`config.mk`:
```
export PLATFORM = sky130hd
export DESIGN_NAME = mouse_event_processor_flat
export DESIGN_NICKNAME = d
export VERILOG_FILES = /design/src/hw/rtl/mep_pkg.sv /design/src/hw/rtl/mep_if.sv /design/src/hw/rtl/mouse_event_processor.sv /design/src/hw/rtl/mep_accel.sv /design/src/flat_wrapper.sv
export VERILOG_INCLUDE_DIRS = /design/src /design/src/hw/rtl
export SDC_FILE = /design/constraint.sdc
export NUM_CORES = 1
export LEC_CHECK = 0
export ABC_AREA = 1
export BUFFER_PORTS_ARGS = -buffer_cell sky130_fd_sc_hd__buf_2
export CAP_MARGIN = 20
export CORE_MARGIN = 8
export CORE_UTILIZATION = 55
export DETAILED_ROUTE_END_ITERATION = 8
export GPL_ROUTABILITY_DRIVEN = 1
export GPL_TIMING_DRIVEN = 0
export HOLD_SLACK_MARGIN = 0.08
export PLACE_DENSITY = 0.85
export SYNTH_ARGS = -nofsm -noshare
export SYNTH_HDL_FRONTEND = slang
export SYNTH_SLANG_ARGS = --single-unit
```
`constraint.sdc`:
```
create_clock -name clk_i -period 10 [get_ports clk_i]
set_clock_uncertainty 0.2 [all_clocks]
set_input_delay 0 -clock clk_i [delete_from_list [all_inputs] [get_ports clk_i]]
set_output_delay 0 -clock clk_i [all_outputs]
set_load 0.05 [all_outputs]
```
`src/hw/rtl/mouse_event_processor_assert.svh`:
```
// assertion macros for the mouse event processor
`ifndef MOUSE_EVENT_PROCESSOR_ASSERT_SVH
`define MOUSE_EVENT_PROCESSOR_ASSERT_SVH

`ifndef ASSERT_OFF
// clocked assertion, held off during reset
`define MEP_ASSERT(lbl, prop, msg) \
  lbl: assert property (@(posedge clk_i) disable iff (!rst_ni) prop) else $error(msg);
// clocked assertion that is also checked during reset
`define MEP_ASSERT_ALWAYS(lbl, prop, msg) \
  lbl: assert property (@(posedge clk_i) prop) else $error(msg);
`else
`define MEP_ASSERT(lbl, prop, msg)
`define MEP_ASSERT_ALWAYS(lbl, prop, msg)
`endif

`endif

```
`src/hw/rtl/mep_pkg.sv`:
```
// shared types and constants for the mouse event processor
`timescale 1ns / 1ps

package mep_pkg;

  // default timestamp width
  localparam int TIME_BITS_DEF = 48;

  // field widths
  localparam int BTN_W   = 3;
  localparam int DELTA_W = 8;
  localparam int WHEEL_W = 4;
  localparam int CLK_W   = 2;
  localparam int KIND_W  = 2;
  localparam int XY_W    = 25;

  // configuration registers
  localparam int CW_W   = 24;
  localparam int SPD_W  = 21;
  localparam int ACC_W  = 21;
  localparam int CFG_DW = 24;
  localparam int CFG_IW = 2;

  localparam logic [CW_W-1:0]  CLICK_WINDOW_RST = CW_W'(500000);
  localparam logic [SPD_W-1:0] SPEED_RST        = SPD_W'(65536);
  localparam logic [ACC_W-1:0] ACCEL_RST        = ACC_W'(65536);

  // derived multiplier and divisor
  localparam int MUL_SHIFT = 15;
  localparam int DIV_SHIFT = 11;
  localparam int MUL_W     = SPD_W - MUL_SHIFT;
  localparam int DIV_W     = ACC_W - DIV_SHIFT;

  // serial datapath widths
  localparam int MAG_W  = DELTA_W;
  localparam int PROD_W = MAG_W + MUL_W;
  localparam int SQ_W   = 2 * PROD_W;

  // saturation limits of the pointer outputs
  localparam logic [XY_W-1:0] XY_POS_MAX = {1'b0, {(XY_W-1){1'b1}}};
  localparam logic [XY_W-1:0] XY_NEG_MAX = {1'b1, {(XY_W-1){1'b0}}};

  typedef enum logic [KIND_W-1:0] {
    EV_DOWN  = 2'd0,
    EV_UP    = 2'd1,
    EV_MOVED = 2'd2,
    EV_WHEEL = 2'd3
  } ev_kind_e;

  typedef enum logic [CFG_IW-1:0] {
    CFG_CLICK_WINDOW = 2'd0,
    CFG_SPEED        = 2'd1,
    CFG_ACCEL        = 2'd2
  } cfg_idx_e;

  typedef struct packed {
    logic [MUL_W-1:0] mul;
    logic [DIV_W-1:0] div;
  } accel_cfg_t;

  typedef struct packed {
    logic            done;
    logic [XY_W-1:0] res;
  } accel_rsp_t;

endpackage

```
`src/hw/rtl/mep_if.sv`:
```
// report and event channel interfaces
`timescale 1ns / 1ps

interface mep_req_if
  import mep_pkg::*;
#(
  parameter int TIME_BITS = TIME_BITS_DEF
);
  logic                      valid;
  logic                      ready;
  logic [BTN_W-1:0]          button_mask;
  logic signed [DELTA_W-1:0] dx;
  logic signed [DELTA_W-1:0] dy;
  logic signed [WHEEL_W-1:0] wheel_dx;
  logic signed [WHEEL_W-1:0] wheel_dy;
  logic [TIME_BITS-1:0]      stamp;

  modport source (
    output valid, button_mask, dx, dy, wheel_dx, wheel_dy, stamp,
    input  ready
  );
  modport sink (
    input  valid, button_mask, dx, dy, wheel_dx, wheel_dy, stamp,
    output ready
  );
endinterface

interface mep_evt_if
  import mep_pkg::*;
#(
  parameter int TIME_BITS = TIME_BITS_DEF
);
  logic                      valid;
  logic                      ready;
  logic [KIND_W-1:0]         event_kind;
  logic [TIME_BITS-1:0]      event_time;
  logic [BTN_W-1:0]          event_buttons;
  logic [CLK_W-1:0]          click_number;
  logic signed [XY_W-1:0]    out_x;
  logic signed [XY_W-1:0]    out_y;
  logic signed [WHEEL_W-1:0] out_wheel_x;
  logic signed [WHEEL_W-1:0] out_wheel_y;
  logic                      last;

  modport source (
    output valid, event_kind, event_time, event_buttons, click_number,
           out_x, out_y, out_wheel_x, out_wheel_y, last,
    input  ready
  );
  modport sink (
    input  valid, event_kind, event_time, event_buttons, click_number,
           out_x, out_y, out_wheel_x, out_wheel_y, last,
    output ready
  );
endinterface

```
`src/hw/rtl/mouse_event_processor.sv`:
```
// Mouse event processor: a report becomes button, moved and wheel events.
// Without acceleration the report is captured and the sequencer goes straight to emit, where
// each event beat is loaded into the output register; with acceleration it first waits for
// an 8-step multiply, 14-step square, 28-step restoring divide and a clamp step, one serial
// unit per axis running in parallel. A report that makes no event leaves the block idle;
// else the next report is taken the cycle after the last beat is loaded, later under event stalls.
// Reset: asynchronous, active low; clears button, click and press-time state and
// loads click_window 500000, speed_setting 65536 and accel_setting 65536.
`timescale 1ns / 1ps
`include "mouse_event_processor_assert.svh"

module mouse_event_processor
  import mep_pkg::*;
#(
  parameter int TIME_BITS = TIME_BITS_DEF
) (
  input  logic              clk_i,
  input  logic              rst_ni,
  input  logic              cfg_we_i,
  input  logic [CFG_IW-1:0] cfg_idx_i,
  input  logic [CFG_DW-1:0] cfg_data_i,
  mep_req_if.sink           req_i,
  mep_evt_if.source         evt_o
);

  typedef enum logic [2:0] {
    ST_IDLE = 3'b001,
    ST_CALC = 3'b010,
    ST_EMIT = 3'b100
  } state_e;

  // configuration registers
  logic [CW_W-1:0]  window_q;
  logic [SPD_W-1:0] speed_q;
  logic [ACC_W-1:0] accel_q;

  // block state
  state_e               st_q, st_d;
  logic [BTN_W-1:0]     held_q, held_d;
  logic [CLK_W-1:0]     click_cnt_q, click_cnt_d;
  logic [TIME_BITS-1:0] last_press_q, last_press_d;
  logic [2:0]           pend_q, pend_d;

  // captured report
  logic [BTN_W-1:0]     mask_q;
  logic [DELTA_W-1:0]   dx_q, dy_q;
  logic [WHEEL_W-1:0]   wx_q, wy_q;
  logic [TIME_BITS-1:0] stamp_q;
  logic                 down_q;
  logic [CLK_W-1:0]     down_click_q;
  logic                 use_accel_q;

  // output register
  logic                 ovalid_q;
  logic [KIND_W-1:0]    okind_q;
  logic [BTN_W-1:0]     obtn_q;
  logic [CLK_W-1:0]     oclick_q;
  logic [XY_W-1:0]      ox_q, oy_q;
  logic [WHEEL_W-1:0]   owx_q, owy_q;
  logic [TIME_BITS-1:0] otime_q;
  logic                 olast_q;

  logic                 accept;
  logic                 in_window;
  logic [BTN_W-1:0]     changed;
  logic                 move_ev, wheel_ev, accel_on;
  logic                 load;
  logic [2:0]           pend_nx;
  logic [TIME_BITS-1:0] gap;
  accel_cfg_t           acfg;
  accel_rsp_t           rsp_x, rsp_y;

  assign accept      = req_i.valid & req_i.ready;
  assign req_i.ready = (st_q == ST_IDLE);

  assign acfg.mul = speed_q[SPD_W-1:MUL_SHIFT];
  assign acfg.div = accel_q[ACC_W-1:DIV_SHIFT];

  // click window check and event selection for the incoming report
  always_comb begin
    gap       = req_i.stamp - last_press_q;
    in_window = (req_i.stamp < last_press_q)
                || (gap <= {{(TIME_BITS-CW_W){1'b0}}, window_q});
    changed   = held_q ^ req_i.button_mask;
    move_ev   = (req_i.dx != '0) || (req_i.dy != '0);
    wheel_ev  = (req_i.wheel_dx != '0) || (req_i.wheel_dy != '0);
    accel_on  = move_ev && (acfg.mul != '0) && (acfg.div != '0);
  end

  // click counter and button state update
  always_comb begin
    held_d       = held_q;
    click_cnt_d  = click_cnt_q;
    last_press_d = last_press_q;
    if (accept && (req_i.button_mask != '0)) begin
      last_press_d = req_i.stamp;
      if (in_window) begin
        case (click_cnt_q)
          2'd1:    click_cnt_d = 2'd2;
          2'd2:    click_cnt_d = 2'd3;
          default: click_cnt_d = 2'd1;
        endcase
      end else begin
        click_cnt_d = 2'd1;
      end
    end
    if (accept && (changed != '0)) begin
      held_d = req_i.button_mask;
    end
  end

  // per-axis acceleration units
  mep_accel u_accel_x (
    .clk_i  (clk_i),
    .rst_ni (rst_ni),
    .start_i(accept && accel_on),
    .raw_i  (req_i.dx),
    .cfg_i  (acfg),
    .rsp_o  (rsp_x)
  );

  mep_accel u_accel_y (
    .clk_i  (clk_i),
    .rst_ni (rst_ni),
    .start_i(accept && accel_on),
    .raw_i  (req_i.dy),
    .cfg_i  (acfg),
    .rsp_o  (rsp_y)
  );

  // beat issue: lowest pending event goes to the output register
  assign pend_nx = pend_q & (pend_q - 3'd1);
  assign load    = (st_q == ST_EMIT) && (pend_q != '0) && (!ovalid_q || evt_o.ready);

  // sequencer
  always_comb begin
    st_d   = st_q;
    pend_d = pend_q;
    case (st_q)
      ST_IDLE: begin
        if (accept) begin
          pend_d = {wheel_ev, move_ev, (changed != '0)};
          if (accel_on) begin
            st_d = ST_CALC;
          end else if ((changed != '0) || move_ev || wheel_ev) begin
            st_d = ST_EMIT;
          end
        end
      end
      ST_CALC: begin
        if (rsp_x.done) begin
          st_d = ST_EMIT;
        end
      end
      ST_EMIT: begin
        if (load) begin
          pend_d = pend_nx;
          if (pend_nx == '0) begin
            st_d = ST_IDLE;
          end
        end
      end
      default: begin
        st_d = ST_IDLE;
      end
    endcase
  end

  // control and architectural state
  always_ff @(posedge clk_i or negedge rst_ni) begin
    if (!rst_ni) begin
      st_q         <= ST_IDLE;
      pend_q       <= '0;
      held_q       <= '0;
      click_cnt_q  <= '0;
      last_press_q <= '0;
      ovalid_q     <= 1'b0;
      window_q     <= CLICK_WINDOW_RST;
      speed_q      <= SPEED_RST;
      accel_q      <= ACCEL_RST;
    end else begin
      st_q         <= st_d;
      pend_q       <= pend_d;
      held_q       <= held_d;
      click_cnt_q  <= click_cnt_d;
      last_press_q <= last_press_d;
      if (load) begin
        ovalid_q <= 1'b1;
      end else if (evt_o.ready) begin
        ovalid_q <= 1'b0;
      end
      if (cfg_we_i) begin
        case (cfg_idx_i)
          CFG_CLICK_WINDOW: window_q <= cfg_data_i[CW_W-1:0];
          CFG_SPEED:        speed_q  <= cfg_data_i[SPD_W-1:0];
          CFG_ACCEL:        accel_q  <= cfg_data_i[ACC_W-1:0];
          default:          ;
        endcase
      end
    end
  end

  // report capture
  always_ff @(posedge clk_i) begin
    if (accept) begin
      mask_q       <= req_i.button_mask;
      dx_q         <= req_i.dx;
      dy_q         <= req_i.dy;
      wx_q         <= req_i.wheel_dx;
      wy_q         <= req_i.wheel_dy;
      stamp_q      <= req_i.stamp;
      down_q       <= ((changed & req_i.button_mask) != '0);
      down_click_q <= click_cnt_d;
      use_accel_q  <= accel_on;
    end
  end

  // output payload
  always_ff @(posedge clk_i) begin
    if (load) begin
      otime_q <= stamp_q;
      olast_q <= (pend_nx == '0);
      if (pend_q[0]) begin
        okind_q  <= down_q ? EV_DOWN : EV_UP;
        obtn_q   <= mask_q;
        oclick_q <= down_q ? down_click_q : CLK_W'(0);
        ox_q     <= {{(XY_W-DELTA_W){dx_q[DELTA_W-1]}}, dx_q};
        oy_q     <= {{(XY_W-DELTA_W){dy_q[DELTA_W-1]}}, dy_q};
        owx_q    <= '0;
        owy_q    <= '0;
      end else if (pend_q[1]) begin
        okind_q  <= EV_MOVED;
        obtn_q   <= mask_q;
        oclick_q <= '0;
        ox_q     <= use_accel_q ? rsp_x.res : {{(XY_W-DELTA_W){dx_q[DELTA_W-1]}}, dx_q};
        oy_q     <= use_accel_q ? rsp_y.res : {{(XY_W-DELTA_W){dy_q[DELTA_W-1]}}, dy_q};
        owx_q    <= '0;
        owy_q    <= '0;
      end else begin
        okind_q  <= EV_WHEEL;
        obtn_q   <= '0;
        oclick_q <= '0;
        ox_q     <= '0;
        oy_q     <= '0;
        owx_q    <= wx_q;
        owy_q    <= wy_q;
      end
    end
  end

  assign evt_o.valid         = ovalid_q;
  assign evt_o.event_kind    = okind_q;
  assign evt_o.event_time    = otime_q;
  assign evt_o.event_buttons = obtn_q;
  assign evt_o.click_number  = oclick_q;
  assign evt_o.out_x         = ox_q;
  assign evt_o.out_y         = oy_q;
  assign evt_o.out_wheel_x   = owx_q;
  assign evt_o.out_wheel_y   = owy_q;
  assign evt_o.last          = olast_q;

  // checks
  `MEP_ASSERT(a_accept_no_pending, accept |-> (pend_q == '0), "report taken with beats pending")
  `MEP_ASSERT(a_done_in_calc, rsp_x.done |-> (st_q == ST_CALC), "accel result outside calc")
  `MEP_ASSERT(a_axes_in_step, rsp_x.done == rsp_y.done, "accel axes out of step")
  `MEP_ASSERT(a_final_beat_last, (load && $onehot(pend_q)) |=> (evt_o.valid && evt_o.last), "no last")
  `MEP_ASSERT(a_press_counts, (accept && (req_i.button_mask != '0)) |=> (click_cnt_q != '0), "no count")

endmodule

```
`src/hw/rtl/mep_accel.sv`:
```
// bit-serial pointer acceleration for one axis: (|d|*mul)^2 / div with the sign of d, saturated
`timescale 1ns / 1ps

module mep_accel
  import mep_pkg::*;
(
  input  logic               clk_i,
  input  logic               rst_ni,
  input  logic               start_i,
  input  logic [DELTA_W-1:0] raw_i,
  input  accel_cfg_t         cfg_i,
  output accel_rsp_t         rsp_o
);

  localparam int CNT_W = $clog2(SQ_W);

  typedef enum logic [4:0] {
    PH_IDLE = 5'b00001,
    PH_MUL  = 5'b00010,
    PH_SQR  = 5'b00100,
    PH_DIV  = 5'b01000,
    PH_FIN  = 5'b10000
  } phase_e;

  phase_e            ph_q, ph_d;
  logic [CNT_W-1:0]  cnt_q, cnt_d;
  logic              done_q, done_d;
  logic              neg_q, neg_d;
  logic              zero_q, zero_d;
  logic [MAG_W-1:0]  mag_q, mag_d;
  logic [PROD_W-1:0] prod_q, prod_d;
  logic [PROD_W-1:0] pm_q, pm_d;
  logic [SQ_W-1:0]   sq_q, sq_d;
  logic [DIV_W-1:0]  rem_q, rem_d;
  logic [XY_W-1:0]   res_q, res_d;

  logic [PROD_W-1:0] prod_nx;
  logic [DIV_W:0]    rem_sh;
  logic [DIV_W:0]    rem_sub;
  logic              rem_ge;
  logic [XY_W-1:0]   q_mag;

  // one step of each phase
  always_comb begin
    prod_nx = {prod_q[PROD_W-2:0], 1'b0}
              + (mag_q[MAG_W-1] ? PROD_W'(cfg_i.mul) : PROD_W'(0));
    rem_sh  = {rem_q, sq_q[SQ_W-1]};
    rem_ge  = (rem_sh >= {1'b0, cfg_i.div});
    rem_sub = rem_sh - {1'b0, cfg_i.div};
    q_mag   = (sq_q == SQ_W'(0)) ? XY_W'(1) : sq_q[XY_W-1:0];
  end

  // sequencer and serial datapath
  always_comb begin
    ph_d   = ph_q;
    cnt_d  = cnt_q;
    done_d = 1'b0;
    neg_d  = neg_q;
    zero_d = zero_q;
    mag_d  = mag_q;
    prod_d = prod_q;
    pm_d   = pm_q;
    sq_d   = sq_q;
    rem_d  = rem_q;
    res_d  = res_q;
    case (ph_q)
      PH_IDLE: begin
        if (start_i) begin
          neg_d  = raw_i[DELTA_W-1];
          zero_d = (raw_i == DELTA_W'(0));
          mag_d  = raw_i[DELTA_W-1] ? (~raw_i + DELTA_W'(1)) : raw_i;
          prod_d = '0;
          cnt_d  = CNT_W'(MAG_W - 1);
          ph_d   = PH_MUL;
        end
      end
      PH_MUL: begin
        prod_d = prod_nx;
        mag_d  = {mag_q[MAG_W-2:0], 1'b0};
        cnt_d  = cnt_q - CNT_W'(1);
        if (cnt_q == CNT_W'(0)) begin
          pm_d  = prod_nx;
          sq_d  = '0;
          cnt_d = CNT_W'(PROD_W - 1);
          ph_d  = PH_SQR;
        end
      end
      PH_SQR: begin
        sq_d  = {sq_q[SQ_W-2:0], 1'b0} + (pm_q[PROD_W-1] ? SQ_W'(prod_q) : SQ_W'(0));
        pm_d  = {pm_q[PROD_W-2:0], 1'b0};
        cnt_d = cnt_q - CNT_W'(1);
        if (cnt_q == CNT_W'(0)) begin
          rem_d = '0;
          cnt_d = CNT_W'(SQ_W - 1);
          ph_d  = PH_DIV;
        end
      end
      PH_DIV: begin
        // restoring divide, one quotient bit shifted in per cycle
        rem_d = rem_ge ? rem_sub[DIV_W-1:0] : rem_sh[DIV_W-1:0];
        sq_d  = {sq_q[SQ_W-2:0], rem_ge};
        cnt_d = cnt_q - CNT_W'(1);
        if (cnt_q == CNT_W'(0)) begin
          ph_d = PH_FIN;
        end
      end
      PH_FIN: begin
        // minimum of one, sign restored, clamp to the output range
        if (zero_q) begin
          res_d = '0;
        end else if (neg_q) begin
          res_d = (sq_q > SQ_W'(XY_NEG_MAX)) ? XY_NEG_MAX : (XY_W'(0) - q_mag);
        end else begin
          res_d = (sq_q > SQ_W'(XY_POS_MAX)) ? XY_POS_MAX : q_mag;
        end
        done_d = 1'b1;
        ph_d   = PH_IDLE;
      end
      default: begin
        ph_d = PH_IDLE;
      end
    endcase
  end

  // control state
  always_ff @(posedge clk_i or negedge rst_ni) begin
    if (!rst_ni) begin
      ph_q   <= PH_IDLE;
      cnt_q  <= '0;
      done_q <= 1'b0;
    end else begin
      ph_q   <= ph_d;
      cnt_q  <= cnt_d;
      done_q <= done_d;
    end
  end

  // datapath
  always_ff @(posedge clk_i) begin
    neg_q  <= neg_d;
    zero_q <= zero_d;
    mag_q  <= mag_d;
    prod_q <= prod_d;
    pm_q   <= pm_d;
    sq_q   <= sq_d;
    rem_q  <= rem_d;
    res_q  <= res_d;
  end

  assign rsp_o.done = done_q;
  assign rsp_o.res  = res_q;

endmodule

```
`src/flat_wrapper.sv`:
```
// flat-port wrapper written by rule: the top's interface ports become plain ports
module mouse_event_processor_flat import mep_pkg::*;
#(
  parameter int TIME_BITS = TIME_BITS_DEF
)
  (clk_i, rst_ni, cfg_we_i, cfg_idx_i, cfg_data_i, req_i_valid, req_i_button_mask, req_i_dx, req_i_dy, req_i_wheel_dx, req_i_wheel_dy, req_i_stamp, req_i_ready, evt_o_valid, evt_o_event_kind, evt_o_event_time, evt_o_event_buttons, evt_o_click_number, evt_o_out_x, evt_o_out_y, evt_o_out_wheel_x, evt_o_out_wheel_y, evt_o_last, evt_o_ready);
  mep_req_if #(.TIME_BITS(TIME_BITS)) req_i_i ();
  mep_evt_if #(.TIME_BITS(TIME_BITS)) evt_o_i ();
  input  logic clk_i;
  input  logic rst_ni;
  input  logic cfg_we_i;
  input  logic [CFG_IW-1:0] cfg_idx_i;
  input  logic [CFG_DW-1:0] cfg_data_i;
  input wire logic [$bits(req_i_i.valid)-1:0] req_i_valid;
  input wire logic [$bits(req_i_i.button_mask)-1:0] req_i_button_mask;
  input wire logic [$bits(req_i_i.dx)-1:0] req_i_dx;
  input wire logic [$bits(req_i_i.dy)-1:0] req_i_dy;
  input wire logic [$bits(req_i_i.wheel_dx)-1:0] req_i_wheel_dx;
  input wire logic [$bits(req_i_i.wheel_dy)-1:0] req_i_wheel_dy;
  input wire logic [$bits(req_i_i.stamp)-1:0] req_i_stamp;
  output wire logic [$bits(req_i_i.ready)-1:0] req_i_ready;
  output wire logic [$bits(evt_o_i.valid)-1:0] evt_o_valid;
  output wire logic [$bits(evt_o_i.event_kind)-1:0] evt_o_event_kind;
  output wire logic [$bits(evt_o_i.event_time)-1:0] evt_o_event_time;
  output wire logic [$bits(evt_o_i.event_buttons)-1:0] evt_o_event_buttons;
  output wire logic [$bits(evt_o_i.click_number)-1:0] evt_o_click_number;
  output wire logic [$bits(evt_o_i.out_x)-1:0] evt_o_out_x;
  output wire logic [$bits(evt_o_i.out_y)-1:0] evt_o_out_y;
  output wire logic [$bits(evt_o_i.out_wheel_x)-1:0] evt_o_out_wheel_x;
  output wire logic [$bits(evt_o_i.out_wheel_y)-1:0] evt_o_out_wheel_y;
  output wire logic [$bits(evt_o_i.last)-1:0] evt_o_last;
  input wire logic [$bits(evt_o_i.ready)-1:0] evt_o_ready;
  assign req_i_i.valid = req_i_valid;
  assign req_i_i.button_mask = req_i_button_mask;
  assign req_i_i.dx = req_i_dx;
  assign req_i_i.dy = req_i_dy;
  assign req_i_i.wheel_dx = req_i_wheel_dx;
  assign req_i_i.wheel_dy = req_i_wheel_dy;
  assign req_i_i.stamp = req_i_stamp;
  assign req_i_ready = req_i_i.ready;
  assign evt_o_valid = evt_o_i.valid;
  assign evt_o_event_kind = evt_o_i.event_kind;
  assign evt_o_event_time = evt_o_i.event_time;
  assign evt_o_event_buttons = evt_o_i.event_buttons;
  assign evt_o_click_number = evt_o_i.click_number;
  assign evt_o_out_x = evt_o_i.out_x;
  assign evt_o_out_y = evt_o_i.out_y;
  assign evt_o_out_wheel_x = evt_o_i.out_wheel_x;
  assign evt_o_out_wheel_y = evt_o_i.out_wheel_y;
  assign evt_o_last = evt_o_i.last;
  assign evt_o_i.ready = evt_o_ready;
  mouse_event_processor #(.TIME_BITS(TIME_BITS)) u_core (.clk_i(clk_i), .rst_ni(rst_ni), .cfg_we_i(cfg_we_i), .cfg_idx_i(cfg_idx_i), .cfg_data_i(cfg_data_i), .req_i(req_i_i), .evt_o(evt_o_i));
endmodule
```
# Word-level counts from Yosys, hierarchy flattened

Index checks and enable logic that the tools add are counted.

Flip-flop bits (word level): 542
Bits in latches: 0
RAM bits: 0
Bits in read-only memories: 0
Input bits: 106
Output and inout bits: 116
Word-level logic and storage cells: 249
Memories kept: 0

$add $sub $neg: 14
Multipliers: 0
Divide/modulo/power cells: 0
Order comparisons: 8
Equality and inequality tests: 30
Shift-type cells: 0
Mux-type cells: 78
Bitwise logic cells: 6
Reduce and logical (&&, ||, !) cells: 65

Operator list:

| operator                | number |
|---|---|
| $mux W25                | 14 |
| $pmux W28 S3            | 2 |
| $pmux W14 S2            | 4 |
| $pmux W5 S4             | 4 |
| $mux W14                | 5 |
| $mux W5                 | 12 |
| $add A28 B14 Y28        | 2 |
| $gt A28 B24 Y1 const B  | 2 |
| $gt A28 B25 Y1 const B  | 2 |
| $logic_not A28 Y1       | 2 |
| $mux W28                | 2 |
| $sub A1 B25 Y25 const A | 2 |
| $le A48 B24 Y1          | 1 |
| $lt A48 B48 Y1          | 1 |
| $sub A48 B48 Y48        | 1 |
| $mux W10                | 4 |
| $pmux W10 S2            | 2 |
| $mux W8                 | 4 |
| $pmux W8 S2             | 2 |
| $reduce_and A2 Y1       | 16 |
| $mux W3                 | 10 |
| $add A14 B14 Y14        | 2 |
| $ge A11 B10 Y1          | 2 |
| $ne A2 B2 Y1 const B    | 10 |
| 43 further kinds        | 93 |

# Depth between registers and ports, before layout

Depth after elaboration: 8
Gate-level depth with buffers: 25
Gate-level depth less buffers: 25

# Cells and area by module

A second synthesis with hierarchy kept.

Cell total of the unflattened synthesis: 3682
Area total of the unflattened synthesis: 30654.4 um^2

By module, submodules not included:

| module                       | instances | cells each | area each (um^2) | seq. area each (um^2) |
|---|---|---|---|---|
| mouse_event_processor        | 1         | 1789       | 15474.8          | 8310.5 |
| mep_accel (u_core.u_accel_x) | 1         | 941        | 7611.0           | 3309.4 |
| mep_accel (u_core.u_accel_y) | 1         | 952        | 7568.5           | 3309.4 |

# Worst setup path before layout

Ideal clock, no wire load.

Kind: reg2reg
From: reg u_core.st_q[1]
To: reg u_core.pend_q[1]
Library setup time: 84 ps
Data arrival time: 7433 ps
Data required time: 9716 ps
Slack: 2284 ps
Cell stages (with the launch flop): 8
Buffers on the path: 0
Clock period less this slack: 7716 ps
Cells stage by stage: dfrtp_1 nor3_1 o21ai_0 a21oi_1 o22ai_1 a21oi_1 o211ai_1 o21ai_0

Word-level cells in the longest chain between the ends: 5
Elaborated cells on any way between the ends: 10
Those cells by class: eq/ne (4); mux (1); bitwise (1); reduce/logical (4)

Ends and longest elaborated chain:

| element                            | line                         | RTL |
|---|---|---|
| from (decl)                        | mouse_event_processor.sv:38  | `state_e st_q, st_d;` |
| from (signal assigned)             | mouse_event_processor.sv:182 | `st_q <= st_d;` |
| $eq A3 B3 Y1                       | mouse_event_processor.sv:133 | `assign load = (st_q == ST_EMIT) && (pend_q != '0) && (!ovalid_q \|\| evt_o.ready);` |
| $logic_and A1 B1 Y1 (2 in a row)   | mouse_event_processor.sv:133 |  |
| via u_core.load                    | mouse_event_processor.sv:67  | `logic load;` |
| $ne A2 B1 Y1 (no source line)      | n/a                          |  |
| $reduce_and A3 Y1 (no source line) | n/a                          |  |
| to (signal assigned)               | mouse_event_processor.sv:183 | `pend_q <= pend_d;` |
| to (decl)                          | mouse_event_processor.sv:42  | `logic [2:0] pend_q, pend_d;` |

The timed path passes the listed nets, and every way through them passes these cells.
A chain may end at the register's enable or synchronous reset.

# Final worst setup path

From: in req_i_stamp[0]
To: reg u_core.down_click_q[0], data pin

Word-level cells in the longest chain between the ends: 5
Elaborated cells on any way between the ends: 6
Those cells by class: add/sub (1); order compare (2); mux (2); reduce/logical (1)

Ends and longest elaborated chain:

| element                   | line                         | RTL |
|---|---|---|
| from (decl)               | flat_wrapper.sv:20           | `input wire logic [$bits(req_i_i.stamp)-1:0] req_i_stamp;` |
| $sub A48 B48 Y48          | mouse_event_processor.sv:81  | `gap = req_i.stamp - last_press_q;` |
| $le A48 B24 Y1            | mouse_event_processor.sv:83  | `\|\| (gap <= {{(TIME_BITS-CW_W){1'b0}}, window_q});` |
| $logic_or A1 B1 Y1 *      | mouse_event_processor.sv:83  |  |
| $mux W2 *                 | mouse_event_processor.sv:97  | `if (in_window) begin` |
| $mux W2 *                 | mouse_event_processor.sv:95  | `if (accept && (req_i.button_mask != '0)) begin` |
| via u_core.click_cnt_d[0] | mouse_event_processor.sv:40  | `logic [CLK_W-1:0] click_cnt_q, click_cnt_d;` |
| to (signal assigned)      | mouse_event_processor.sv:213 | `down_click_q <= click_cnt_d;` |
| to (decl)                 | mouse_event_processor.sv:50  | `logic [CLK_W-1:0] down_click_q;` |

Mark *: on every way through the listed nets, which the timed path passes. The rest lies on a longest branch.

==> impl_metrics.yaml <==
timing:
  fin_tns_setup_ns: 0
  max_freq_ghz: 0.2340
  timing.final.crit_share_pct: 42.73
  slew_viol_final: 0
  slew-limit-headroom_pct: 33.46
  post-route-min-period_ns: 4.273
  hold_viol: 0
  grt_setup_unrepaired: "false"
  setup_violations: 0
  worstMarginPinSlew_ns: 0.9898
routing:
  antenna_left: 0
  dr.pass1.iters: 6
  post_drt_wl_per_cell_um: 18.34
  vias: 26500
  drt_wl_total_um: 85850
  drcViolationCount: 0
  first_iter_violations: 2530
  viasPerCell: 5.660
cts:
  cts_buffers: 53
  cts.sinks: 516
  htree_levels: 2
  clk_latency_ns: 0.64
  cts_tree: "done"
  clockBufferDepth: 3
  cts.clk_slew.worst_paths_ns: 0.06
  cts_setup_buffers: 0
  ctsRootBufferMaster: "clkbuf_16"
power_and_ir_drop:
  power.switching_w: 0.003550
  combPwrFrac_pct: 41.0
  netSwitchingFraction_pct: 40.86
  ir_drop_mv: 0.2517
  seqPwrFrac_pct: 35.3
  power_leakage_nw: 15.64
  power_density_nw_per_um2: 243.3
  clkPwrFrac_pct: 23.7
  p_int_w: 0.005138
finish:
  final_cells: 4682
  multi_input_area_um2: 12080
  drive_gt1_share_pct: 10.40
  final_nets: 4196
  areaGrowthSynthToFinish_pct: 21.59
  seq_area_um2: 14900
  fillers: 3933
logic_synthesis:
  async_reset_ff_share_pct: 23.45
  synth_area_um2: 29360
  synth.largest_area_cell: "edfxtp_1"
  avgSynthCellArea_um2: 8.549
  synth_ff_type: "edfxtp_1"
  synth_fp_nets: 3686
  yosysWarnings: 0
  ys_types: 68
  synth-seq-cells: 516
  synth_cells: 3435
  synth_edf_count: 395
  yosys.area.top_type_share_pct: 40.39
  ys_top_cells_by_area: "edfxtp_1, nand2_1, dfrtp_1"
  ys_seq_area_share_pct: 50.76
die:
  design.portCount: 222
  core_um2: 52660
  die_w_um: 247.1
  dieArea_um2: 61040
  start_util_pct: 55.77
  num_rows: 84
  die_y_um: 247.1
worst_setup_path:
  setup.worst_path.class: "in -> reg"
  crit-reg2reg-launch: "u_core.last_press_q[12]"
  r2r_end: "u_core.down_click_q[0]"
  endpoint_kind: "flip-flop"
  r2r_slack_ns: 5.92
  critPathMaxFanout: 4
  worstSetupStartpointType: "input pin"
  required_ns: 10.15
  arrival_ns: 4.42
  r2r_cells: 20
worst_hold_path:
  hp-start: "cfg_data_i[18]"
  hold_path_depth: 4
  hold_end: "u_core.accel_q[18]"
  hold_path_class: "in -> reg"
run_status:
  status: "completed"
global_routing:
  antenna_found_initial: 2
  grt_pass1_vias: 26430
  grt.total_usage_pct: 27.31
  grt_pass1_wl_um: 134900
  grt_max_degree: 82
  grt-ovfl-total: 0
place:
  gp_congestion: 0.9714
  hpwl_um: 57580
  io_buffers: 221
  dp_cells: 4361
run:
  max_cap_viol_count: 0
registers in the layout, summed over array words and instances (netlist names), 24 cells and up:
name,flops
u_core.u_accel_x.res_q,25
u_core.u_accel_y.sq_q,28
u_core.u_accel_y.res_q,25
u_core.stamp_q,48
u_core.u_accel_x.sq_q,28
u_core.window_q,24
u_core.evt_o.event_time,48
u_core.evt_o.out_x,25
u_core.evt_o.out_y,25
u_core.last_press_q,48
power groups by stage:
stage          sequential (W)  clock [W]  combinational (W)
3_5_place_dp          0.00308          0            0.00334
5_1_grt               0.00310    0.00214            0.00392
6_report              0.00307    0.00206            0.00356
4_1_cts               0.00304    0.00205            0.00344
2_1_floorplan         0.00343          0            0.00206
3_3_place_gp          0.00312          0            0.00315
per-layer routing:
layer	vias up	routed length, µm	track usage [%]
met4	0	4143	13.61
li1	12480	-	-
met2	1470	42060	47.80
met1	12250	32200	32.52
met3	305	7443	4.122
met5	-	0	0
placed cells by master, fill, tap and decap left out, drive strengths merged, types with 5 or more instances in the layout:
cell type	n
a21oi	251
a31oi	11
and2	7
buf	261
clkbuf	144
clkinv	12
dfrtp	109
dfstp	12
dlygate4sd3	216
edfxtp	395
fa	7
ha	138
inv	547
nand2	760
nand3	118
nand3b	16
nand4	32
nor2	345
nor3	72
nor4	20
o211ai	9
o21ai	329
o21bai	5
o22ai	27
o31ai	6
or2	5
xnor2	19
xor2	72
per-stage QoR:
stage | hold WS (ns) | utilization (%) | area, µm² | total power, W | setup slack, ns
CTS | 0.08229 | 67.79 | 35690 | 0.008531 | 5.806
global placement | -0.006145 | 59.50 | 31330 | 0.006268 | -0.2799
floorplan | -0.4956 | - | 29360 | 0.005491 | 2.284
finish | 0.1039 | 67.80 | 35700 | 0.008688 | 5.727
detailed placement | -0.2607 | 60.22 | 31710 | 0.006418 | 6.127
global route | 0.1116 | 67.80 | 35700 | 0.009165 | 5.453
cells by family after synthesis:
logic type | share of synthesized area, %
adders and majority gates | 6.357
buffers and inverters | 8.270
xor gates and xnor gates | 2.714
and+or+nand+nor | 19.76
muxes | 0.03835
AOI/OAI and AO/OA | 12.10
DFF | 50.76
what timing repair did:
item / CTS / global route
resized for setup: 0 / 0
endpoints found under the hold margin: 405 / 0
hold buffers: 217 / 0
critical path: stages:
cell           delay (ns)
dlygate4sd3_1        0.56
buf_2                0.13
dlygate4sd3_1        0.56
inv_1                0.08
ha_1                 0.14
inv_1                0.07
fa_1                 0.45
nand2_1              0.09
inv_1                0.05
nand2_1              0.05
nand2_1              0.11
nand3_1              0.10
nand3_1              0.18
nand2_1              0.11
nand2_1              0.09
xor2_1               0.16
ha_1                 0.28
nand4_1              0.11
nor3_1               0.27
nand4_1              0.15
nand2_1              0.16
nand4_1              0.14
nor2_1               0.11
nand2_1              0.05
nand2_1              0.11
a21oi_1              0.11
layout make-up:
| class | count | share of cell area, % |
|---|---|---|
| timing repair buffer | 455 | 10.14 |
| tap | 688 | 2.411 |
| multi-input combinational | 2285 | 33.83 |
| clock buffer | 75 | 4.170 |
| sequential | 516 | 41.75 |
| inverter | 542 | 5.705 |
| clock inverter | 25 | 0.8761 |
| buffer | 92 | 1.097 |
| antenna | 4 | 0.02804 |
how the worst max path moves through the flow:
stage,from,to,cells past startpoint
final,req_i_stamp[0],u_core.down_click_q[0],26
after global routing,req_i_stamp[0],u_core.down_click_q[0],26
after CTS,req_i_stamp[0],u_core.down_click_q[0],26
after detailed placement,u_core.last_press_q[12],u_core.down_click_q[0],20
after global placement,u_core.st_q[1],u_core.pend_q[1],7
after floorplan,u_core.st_q[1],u_core.pend_q[1],7
cell usage after synthesis, drive strengths merged (32+ instances only):
cell type	n
clkbuf	69
nand2	760
dfrtp	109
ha	138
inv	542
nand3	118
nor3	72
edfxtp	395
nand4	32
o21ai	329
nor2	345
a21oi	251
xor2	72
Power figures use the tool's default switching activity.
